--- src/rtl/core/assert_macros.svh ---
// assertion helpers shared by the rtl
`ifndef ASSERT_MACROS_SVH
`define ASSERT_MACROS_SVH

// property must hold at every clock edge outside reset
`define ASSERT_ALWAYS(name, clk, rst, prop) \
   name: assert property (@(posedge clk) disable iff (rst) prop) \
      else $error("assertion failed: name");

// property must hold at every clock edge, reset cycles included
`define ASSERT_ANY(name, clk, prop) \
   name: assert property (@(posedge clk) prop) \
      else $error("assertion failed: name");

`endif

--- src/rtl/core/ifp_pkg.sv ---
package ifp_pkg;

   // default frame store depth in bytes
   localparam int FRAME_BUFFER_BYTES_DEFAULT = 32;

   // sync, type and length header bytes before the payload
   localparam int HDR_BYTES = 7;

   // header sync bytes
   localparam logic [7:0] SYNC_FIRST  = 8'hAA;
   localparam logic [7:0] SYNC_SECOND = 8'h55;

   // frame type codes
   localparam logic [7:0] TYPE_KEY     = 8'h00;
   localparam logic [7:0] TYPE_TOUCH   = 8'h01;
   localparam logic [7:0] TYPE_MOUSE   = 8'h02;
   localparam logic [7:0] TYPE_BUTTON  = 8'h03;
   localparam logic [7:0] TYPE_ENCODER = 8'h04;
   localparam logic [7:0] TYPE_INIT    = 8'hFF;

   // event kind codes on the result channel
   localparam logic [2:0] KIND_KEY     = 3'd0;
   localparam logic [2:0] KIND_TOUCH   = 3'd1;
   localparam logic [2:0] KIND_MOUSE   = 3'd2;
   localparam logic [2:0] KIND_BUTTON  = 3'd3;
   localparam logic [2:0] KIND_ENCODER = 3'd4;
   localparam logic [2:0] KIND_INIT    = 3'd5;
   localparam logic [2:0] KIND_LEN_ERR = 3'd6;

   // parser phases
   typedef enum logic [2:0] {
      PHASE_HUNT    = 3'd0,
      PHASE_SYNC    = 3'd1,
      PHASE_TYPE    = 3'd2,
      PHASE_LENGTH  = 3'd3,
      PHASE_PAYLOAD = 3'd4
   } phase_type;

endpackage

--- src/rtl/core/input_event_frame_parser.sv ---
// channel | direction | ports
// req     | in        | req_valid, req_ready, req_rx_byte
// rsp     | out       | rsp_valid, rsp_ready, rsp_event_kind .. rsp_pressed_state
//
// one byte per cycle while req_ready is high; the parser step and the event decode sit
// between the parser state and the result register, so a byte can be taken every cycle.
// an event shows in the cycle after the byte that completes its frame.
// req_ready drops only while a held result is not taken; a byte is taken in
// the same cycle that the held result leaves.
// synchronous reset clears the parser state and the whole frame store.
`include "assert_macros.svh"

module input_event_frame_parser #(
   parameter int FRAME_BUFFER_BYTES = ifp_pkg::FRAME_BUFFER_BYTES_DEFAULT
) (
   input  logic              clock,
   input  logic              reset,
   input  logic              req_valid,
   output logic              req_ready,
   input  logic [7:0]        req_rx_byte,
   output logic              rsp_valid,
   input  logic              rsp_ready,
   output logic [2:0]        rsp_event_kind,
   output logic [7:0]        rsp_key_action,
   output logic [15:0]       rsp_key_scancode,
   output logic [7:0]        rsp_key_modifier,
   output logic [7:0]        rsp_key_char,
   output logic [15:0]       rsp_pointer_x,
   output logic [15:0]       rsp_pointer_y,
   output logic [7:0]        rsp_touch_state,
   output logic signed [7:0] rsp_delta,
   output logic [7:0]        rsp_mouse_buttons,
   output logic [7:0]        rsp_button_id,
   output logic [7:0]        rsp_pressed_state
);

   localparam int CNT_W   = $clog2(FRAME_BUFFER_BYTES + 1);
   localparam int IDX_W   = $clog2(FRAME_BUFFER_BYTES);
   localparam int MAX_LEN = FRAME_BUFFER_BYTES - ifp_pkg::HDR_BYTES;
   localparam int PAY_N   = 6;
   localparam logic [CNT_W-1:0] STORE_END = CNT_W'(FRAME_BUFFER_BYTES);

   // parser state
   ifp_pkg::phase_type phase_ff, phase_in;
   logic [CNT_W-1:0]   byte_count_ff, byte_count_in;
   logic [CNT_W-1:0]   frame_total_ff, frame_total_in;
   logic [7:0]         frame_type_ff, frame_type_in;
   logic [7:0]         store_ff [FRAME_BUFFER_BYTES];

   // result register
   logic               rsp_valid_ff, rsp_valid_in;
   logic [2:0]         kind_ff, kind_in;
   logic [7:0]         key_action_ff, key_action_in;
   logic [15:0]        key_scancode_ff, key_scancode_in;
   logic [7:0]         key_modifier_ff, key_modifier_in;
   logic [7:0]         key_char_ff, key_char_in;
   logic [15:0]        pointer_x_ff, pointer_x_in;
   logic [15:0]        pointer_y_ff, pointer_y_in;
   logic [7:0]         touch_state_ff, touch_state_in;
   logic signed [7:0]  delta_ff, delta_in;
   logic [7:0]         mouse_buttons_ff, mouse_buttons_in;
   logic [7:0]         button_id_ff, button_id_in;
   logic [7:0]         pressed_state_ff, pressed_state_in;

   logic               accept;
   logic               store_we;
   logic [7:0]         rx;
   logic [7:0]         pay [PAY_N];
   logic               len_err;
   logic [CNT_W:0]     count_next;
   logic               emit;
   logic               do_decode;
   logic               decode_hit;
   logic               in_hunt;
   logic               in_payload;

   assign req_ready = !rsp_valid_ff || rsp_ready;
   assign accept    = req_valid && req_ready;
   assign rx        = req_rx_byte;

   assign count_next = {1'b0, byte_count_ff} + (CNT_W + 1)'(1);

   // payload bytes as the store holds them after this byte is written
   always_comb begin
      for (int p = 0; p < PAY_N; p++) begin
         if (store_we && byte_count_ff == CNT_W'(ifp_pkg::HDR_BYTES + p)) begin
            pay[p] = rx;
         end else begin
            pay[p] = store_ff[ifp_pkg::HDR_BYTES + p];
         end
      end
   end

   // 32-bit length against the store limit; the top length byte is this byte
   assign len_err = (store_ff[4] != 8'h00) || (store_ff[5] != 8'h00) || (rx != 8'h00) ||
                    (store_ff[3] > 8'(MAX_LEN));

   // parser step
   always_comb begin
      phase_in       = phase_ff;
      byte_count_in  = byte_count_ff;
      frame_total_in = frame_total_ff;
      frame_type_in  = frame_type_ff;
      store_we       = 1'b0;
      emit           = 1'b0;
      do_decode      = 1'b0;
      kind_in        = ifp_pkg::KIND_KEY;
      case (phase_ff)
         ifp_pkg::PHASE_HUNT: begin
            if (rx == ifp_pkg::SYNC_FIRST) begin
               store_we      = 1'b1;
               byte_count_in = CNT_W'(1);
               phase_in      = ifp_pkg::PHASE_SYNC;
            end
         end
         ifp_pkg::PHASE_SYNC: begin
            if (rx == ifp_pkg::SYNC_SECOND) begin
               store_we      = 1'b1;
               byte_count_in = count_next[CNT_W-1:0];
               phase_in      = ifp_pkg::PHASE_TYPE;
            end else begin
               byte_count_in = '0;
               phase_in      = ifp_pkg::PHASE_HUNT;
            end
         end
         ifp_pkg::PHASE_TYPE: begin
            store_we       = 1'b1;
            frame_type_in  = rx;
            frame_total_in = '0;
            if (rx == ifp_pkg::TYPE_INIT) begin
               byte_count_in = '0;
               phase_in      = ifp_pkg::PHASE_HUNT;
               emit          = 1'b1;
               kind_in       = ifp_pkg::KIND_INIT;
            end else begin
               byte_count_in = count_next[CNT_W-1:0];
               phase_in      = ifp_pkg::PHASE_LENGTH;
            end
         end
         ifp_pkg::PHASE_LENGTH: begin
            store_we      = 1'b1;
            byte_count_in = count_next[CNT_W-1:0];
            if (byte_count_ff == CNT_W'(ifp_pkg::HDR_BYTES - 1)) begin
               if (len_err) begin
                  byte_count_in = '0;
                  phase_in      = ifp_pkg::PHASE_HUNT;
                  emit          = 1'b1;
                  kind_in       = ifp_pkg::KIND_LEN_ERR;
               end else begin
                  frame_total_in = CNT_W'({1'b0, store_ff[3]} + 9'(ifp_pkg::HDR_BYTES));
                  if (store_ff[3] == 8'h00) begin
                     byte_count_in = '0;
                     phase_in      = ifp_pkg::PHASE_HUNT;
                     do_decode     = 1'b1;
                  end else begin
                     phase_in = ifp_pkg::PHASE_PAYLOAD;
                  end
               end
            end
         end
         ifp_pkg::PHASE_PAYLOAD: begin
            store_we      = byte_count_ff < CNT_W'(FRAME_BUFFER_BYTES);
            byte_count_in = count_next[CNT_W-1:0];
            if (count_next >= {1'b0, frame_total_ff}) begin
               byte_count_in = '0;
               phase_in      = ifp_pkg::PHASE_HUNT;
               do_decode     = 1'b1;
            end
         end
         default: begin
            byte_count_in = '0;
            phase_in      = ifp_pkg::PHASE_HUNT;
         end
      endcase
   end

   // event decode from fixed payload offsets
   always_comb begin
      key_action_in    = '0;
      key_scancode_in  = '0;
      key_modifier_in  = '0;
      key_char_in      = '0;
      pointer_x_in     = '0;
      pointer_y_in     = '0;
      touch_state_in   = '0;
      delta_in         = '0;
      mouse_buttons_in = '0;
      button_id_in     = '0;
      pressed_state_in = '0;
      decode_hit       = 1'b1;
      case (frame_type_ff)
         ifp_pkg::TYPE_KEY: begin
            key_action_in   = pay[0];
            key_scancode_in = {pay[2], pay[1]};
            key_modifier_in = pay[3];
            key_char_in     = pay[5];
         end
         ifp_pkg::TYPE_TOUCH: begin
            pointer_x_in   = {pay[1], pay[0]};
            pointer_y_in   = {pay[3], pay[2]};
            touch_state_in = pay[4];
         end
         ifp_pkg::TYPE_MOUSE: begin
            pointer_x_in     = {pay[1], pay[0]};
            pointer_y_in     = {pay[3], pay[2]};
            delta_in         = $signed(pay[4]);
            mouse_buttons_in = pay[5];
         end
         ifp_pkg::TYPE_BUTTON: begin
            button_id_in     = pay[0];
            pressed_state_in = pay[1];
         end
         ifp_pkg::TYPE_ENCODER: begin
            delta_in         = $signed(pay[0]);
            pressed_state_in = pay[1];
         end
         default: begin
            decode_hit = 1'b0;
         end
      endcase
   end

   // result valid: load on an accepted byte, drop when taken
   always_comb begin
      rsp_valid_in = rsp_valid_ff;
      if (accept) begin
         rsp_valid_in = emit || (do_decode && decode_hit);
      end else if (rsp_ready) begin
         rsp_valid_in = 1'b0;
      end
   end

   // parser state and frame store
   always_ff @(posedge clock) begin
      if (reset) begin
         phase_ff       <= ifp_pkg::PHASE_HUNT;
         byte_count_ff  <= '0;
         frame_total_ff <= '0;
         frame_type_ff  <= '0;
         for (int i = 0; i < FRAME_BUFFER_BYTES; i++) begin
            store_ff[i] <= '0;
         end
      end else if (accept) begin
         phase_ff       <= phase_in;
         byte_count_ff  <= byte_count_in;
         frame_total_ff <= frame_total_in;
         frame_type_ff  <= frame_type_in;
         if (store_we) begin
            store_ff[byte_count_ff[IDX_W-1:0]] <= rx;
         end
      end
   end

   // result register
   always_ff @(posedge clock) begin
      if (reset) begin
         rsp_valid_ff <= 1'b0;
      end else begin
         rsp_valid_ff <= rsp_valid_in;
      end
   end

   always_ff @(posedge clock) begin
      if (accept) begin
         // control events carry zero fields
         if (emit) begin
            kind_ff          <= kind_in;
            key_action_ff    <= '0;
            key_scancode_ff  <= '0;
            key_modifier_ff  <= '0;
            key_char_ff      <= '0;
            pointer_x_ff     <= '0;
            pointer_y_ff     <= '0;
            touch_state_ff   <= '0;
            delta_ff         <= '0;
            mouse_buttons_ff <= '0;
            button_id_ff     <= '0;
            pressed_state_ff <= '0;
         end else if (do_decode) begin
            kind_ff          <= frame_type_ff[2:0];
            key_action_ff    <= key_action_in;
            key_scancode_ff  <= key_scancode_in;
            key_modifier_ff  <= key_modifier_in;
            key_char_ff      <= key_char_in;
            pointer_x_ff     <= pointer_x_in;
            pointer_y_ff     <= pointer_y_in;
            touch_state_ff   <= touch_state_in;
            delta_ff         <= delta_in;
            mouse_buttons_ff <= mouse_buttons_in;
            button_id_ff     <= button_id_in;
            pressed_state_ff <= pressed_state_in;
         end
      end
   end

   assign rsp_valid         = rsp_valid_ff;
   assign rsp_event_kind    = kind_ff;
   assign rsp_key_action    = key_action_ff;
   assign rsp_key_scancode  = key_scancode_ff;
   assign rsp_key_modifier  = key_modifier_ff;
   assign rsp_key_char      = key_char_ff;
   assign rsp_pointer_x     = pointer_x_ff;
   assign rsp_pointer_y     = pointer_y_ff;
   assign rsp_touch_state   = touch_state_ff;
   assign rsp_delta         = delta_ff;
   assign rsp_mouse_buttons = mouse_buttons_ff;
   assign rsp_button_id     = button_id_ff;
   assign rsp_pressed_state = pressed_state_ff;

   // phase flags for the checks below
   assign in_hunt    = (phase_ff == ifp_pkg::PHASE_HUNT);
   assign in_payload = (phase_ff == ifp_pkg::PHASE_PAYLOAD);

   // hunting always starts a frame from an empty count
   `ASSERT_ALWAYS(hunt_count_zero, clock, reset, in_hunt |-> (byte_count_ff == '0))
   // payload phase stays short of the frame end
   `ASSERT_ALWAYS(payload_in_bounds, clock, reset, in_payload |-> (byte_count_ff < frame_total_ff))
   // a frame in progress fits the store
   `ASSERT_ALWAYS(total_in_store, clock, reset, in_payload |-> (frame_total_ff <= STORE_END))
   // no byte is taken while a held result waits for rsp_ready
   `ASSERT_ALWAYS(no_overwrite, clock, reset, (rsp_valid_ff && !rsp_ready) |-> !accept)
   // a shown result carries a defined event kind
   `ASSERT_ALWAYS(kind_defined, clock, reset, rsp_valid_ff |-> (kind_ff <= ifp_pkg::KIND_LEN_ERR))

endmodule

--- config.mk ---
export PLATFORM = sky130hd
export DESIGN_NAME = input_event_frame_parser
export DESIGN_NICKNAME = d
export VERILOG_FILES = /design/src/rtl/core/ifp_pkg.sv /design/src/rtl/core/input_event_frame_parser.sv
export VERILOG_INCLUDE_DIRS = /design/src /design/src/rtl/core
export SDC_FILE = /design/constraint.sdc
export NUM_CORES = 1
export LEC_CHECK = 0
export BUFFER_PORTS_ARGS = -buffer_cell sky130_fd_sc_hd__buf_2
export CAP_MARGIN = 40
export CORE_UTILIZATION = 52
export DETAILED_ROUTE_END_ITERATION = 7
export GPL_TIMING_DRIVEN = 0
export PLACE_DENSITY = 0.73
export SETUP_SLACK_MARGIN = 0.15
export SLEW_MARGIN = 30
export SYNTH_ARGS = -nofsm -noshare
export SYNTH_HDL_FRONTEND = slang
export SYNTH_SLANG_ARGS = --single-unit
--- constraint.sdc ---
create_clock -name clock -period 16.3 [get_ports clock]
set_input_delay 1.63 -clock clock [delete_from_list [all_inputs] [get_ports clock]]
set_output_delay 1.63 -clock clock [all_outputs]
set_load 0.05 [all_outputs]
==> results.py <==
metrics = {
    "cells_and_area": {
        "layout-drive-gt1-share_pct": 22.0,
        "area.growth.synth_to_final_pct": 18.7,
        "num_antenna_cells": 0,
        "fin_util_pct": 63.5,
        "final_cells": 1114,
        "design_area_um2": 11000,
        "fillerInstances": 1314,
        "nNetsFinal": 899,
    },
    "hold_path": {
        "hold_class": "register to register",
    },
    "die": {
        "io-pin-count": 129,
        "rows": 48,
        "dieArea_um2": 18400,
        "start_util_pct": 53.5,
        "design.core.area_um2": 17400,
        "dieHeight_um": 136,
        "chipWidth_um": 136,
    },
    "timing": {
        "setup_tns_ns": 0,
        "min_period_ns": 4.21,
        "slew-limit-headroom_pct": 50.5,
        "fin_skew_ns": 0.00777,
        "finalCritPeriodShare_pct": 25.8,
        "worst_pin_slew_ns": 0.743,
        "rsz0062_at_grt": "false",
        "clock.fmax_mhz": 238,
        "setup_slack_ns": 12.09,
        "slew_viol_final": 0,
        "hold_viol_final": 0,
        "setup_violations": 0,
    },
    "yosys": {
        "synthesis.area_um2": 9290,
        "postSynthAreaPerCell_um2": 12.8,
        "synth_most_common_cell": "edfxtp_1",
        "synth_cells": 725,
        "yosysTopAreaCellShare_pct": 60.5,
        "ys_top_cells_by_count": "edfxtp_1, nor2_1, mux2i_1",
        "synth_ff_type": "edfxtp_1",
        "ys_warn_count": 0,
        "synth_edf_count": 187,
        "synth-seq-area-share_pct": 65.6,
        "yosysUniqueCellTypes": 59,
        "syn_nets": 749,
        "yosys.area.top_type": "edfxtp_1",
        "synthTopCellsByArea": "edfxtp_1, mux2i_1, dfxtp_1",
        "synthArstFlopShare_pct": 0,
        "synth_seq_cells": 211,
    },
    "setup_path": {
        "cp.required_ns": 16.51,
        "cp-end-kind": "register",
        "criticalPathCategory": "input pin to register",
        "start_kind": "input pin",
        "r2r_setup_slack_ns": 12.50,
        "arrival_ns": 4.42,
        "crit_fanout": 21,
    },
    "power_and_ir_drop": {
        "power_density_nw_per_um2": 100,
        "intPower_mw": 0.883,
        "p_sw_mw": 0.223,
        "sw_frac_of_total_pct": 20.2,
        "irDropWorstVdd_uv": 68.0,
        "p_leak_nw": 3.88,
        "p_seq_share_pct": 53.8,
        "combPwrFrac_pct": 2.9,
        "p_clk_share_pct": 43.3,
    },
    "clock_tree": {
        "cts_buffers": 21,
        "cts_buffer_depth": 3,
        "root_buffer": "clkbuf_16",
        "cts_hold_buffers": 0,
        "cts_sinks": 211,
        "postCtsSetupRepairBufs": 0,
        "clock_latency_ns": 0.50,
        "htreeDepth": 1,
        "cts_resized": 0,
        "cts_tree": "built",
        "clkTransAtPathRegs_ns": 0.06,
    },
    "place": {
        "hpwl_mm": 14.6,
        "post-place-ws_ns": 11.58,
        "portBuffers": 120,
        "place_inst": 1077,
        "postPlaceCellArea_um2": 10300,
        "gp_congestion": 0.889,
    },
    "run": {
        "drv_cap": 0,
    },
    "grt": {
        "grt_pass1_wl_mm": 32.3,
        "grt_usage_pct": 23.5,
        "antenna_found_initial": 0,
        "grt_overflow_total": 0,
        "grt_pass1_vias": 5783,
        "grt_max_degree": 22,
    },
    "drt": {
        "via_per_inst": 5.54,
        "num_vias": 6176,
        "wl_per_cell_um": 18.9,
        "drt_first_pass_iters": 8,
        "drc_errors": 0,
        "antenna_left": 0,
        "drt_iter0_markers": 572,
        "routed_wl_mm": 21.0,
    },
    "run_status": {
        "outcome": "finished clean",
    },
}
[cell type report]
cell class	count	area [um^2]	area share, %
clock buffers	21	526	4.77
flip-flops and latches	211	6100	55.3
inverters	10	37.5	0.340
plain buffers	54	355	3.22
multi-input cells	450	2810	25.5
repair buffers	127	768	6.97
clock inverters	16	150	1.36
well taps	225	282	2.55
[state kept, by name, summed over array words and instances (netlist names)]
| register | count |
|---|---|
| rsp_touch_state | 8 |
| rsp_button_id | 8 |
| byte_count_ff | 6 |
| frame_type_ff | 8 |
| phase_ff | 3 |
| rsp_pressed_state | 8 |
| rsp_valid | 1 |
| rsp_pointer_y | 16 |
| rsp_mouse_buttons | 8 |
| rsp_pointer_x | 16 |
| store_ff | 72 |
| rsp_delta | 8 |
| rsp_key_scancode | 16 |
| rsp_event_kind | 3 |
| frame_total_ff | 6 |
| rsp_key_char | 8 |
| rsp_key_modifier | 8 |
| rsp_key_action | 8 |
[metrics by stage]
stage | total power, mW | hold slack (ns)
finish | 1.11 | 0.478
global route | 1.14 | 0.488
CTS | 1.11 | 0.476
detailed placement | 0.639 | 0.467
global placement | 0.638 | 0.457
floorplan | 0.626 | 0.448
[logic make-up (layout without fill, tap and decap cells)]
group	Yosys count	in the layout	share of synthesized area, %
flip-flops	211	211	65.6
multiplexers	51	51	5.50
adder cells (fa/ha/maj)	12	12	1.62
AO/OA/AOI/OAI	84	84	5.81
XOR/XNOR	8	8	0.754
AND/OR/NAND/NOR	295	295	16.5
buffers and inverters	64	228	4.23
[worst paths after layout]
kind                                    endpoint  cells after the start                           start
setup / recovery   rsp_key_char[3]$_SDFFCE_PP0P_                     11                  req_rx_byte[0]
hold / removal    frame_total_ff[2]$_SDFFE_PP0P_                      2  frame_total_ff[2]$_SDFFE_PP0P_
setup reg to reg  rsp_button_id[2]$_SDFFCE_PP0P_                     14   byte_count_ff[0]$_SDFFE_PP0P_
hold reg to reg   frame_total_ff[2]$_SDFFE_PP0P_                      2  frame_total_ff[2]$_SDFFE_PP0P_
[power groups by stage]
stage | registers (mW) | logic [mW] | clock network [mW]
2_1_floorplan | 0.606 | 0.0201 | 0
3_3_place_gp | 0.606 | 0.0314 | 0
3_5_place_dp | 0.607 | 0.0319 | 0
4_1_cts | 0.595 | 0.0321 | 0.483
5_1_grt | 0.596 | 0.0350 | 0.505
6_report | 0.595 | 0.0322 | 0.479
[worst max-delay path, stage by stage]
cell and delay (ns):
clkbuf_8 0.16, or4_4 0.56, nor3_1 0.20, nand4bb_1 0.34, and3b_1 0.34, nor2_1 0.07
a21oi_4 0.38, buf_8 0.22, buf_16 0.18, buf_16 0.17, buf_8 0.16
[placed cells by master, fill, tap and decap left out, types with 6 or more instances in the layout]
| cell type | Yosys | layout |
|---|---|---|
| clkbuf_1 | 33 | 33 |
| nor2b_1 | 6 | 6 |
| and3_1 | 38 | 38 |
| xnor2_1 | 6 | 6 |
| nand3_1 | 7 | 7 |
| o21ai_0 | 21 | 21 |
| clkinv_1 | 0 | 9 |
| mux2i_1 | 51 | 51 |
| and2_1 | 44 | 44 |
| inv_1 | 10 | 10 |
| or2_2 | 6 | 6 |
| o22ai_1 | 9 | 9 |
| ha_1 | 12 | 12 |
| nor2_1 | 114 | 114 |
| buf_2 | 1 | 121 |
| o211ai_1 | 7 | 7 |
| nand4_1 | 8 | 8 |
| a21oi_1 | 26 | 25 |
| clkbuf_8 | 10 | 10 |
| nor4_1 | 7 | 7 |
| dfxtp_1 | 24 | 24 |
| edfxtp_1 | 187 | 187 |
| nand2_1 | 32 | 32 |
| clkbuf_16 | 0 | 21 |
[metal layers]
| metal | track usage [%] | up-vias | share of wire [%] | wire length (um) |
|---|---|---|---|---|
| li1 | - | 2927 | - | - |
| met1 | 32.4 | 2926 | 42 | 8810 |
| met2 | 37.3 | 275 | 47 | 9950 |
| met3 | 4.08 | 48 | 8.0 | 1680 |
| met4 | 8.80 | 0 | 2.8 | 591 |
| met5 | 0 | - | 0 | 0 |
(Power assumes the default switching activity.)
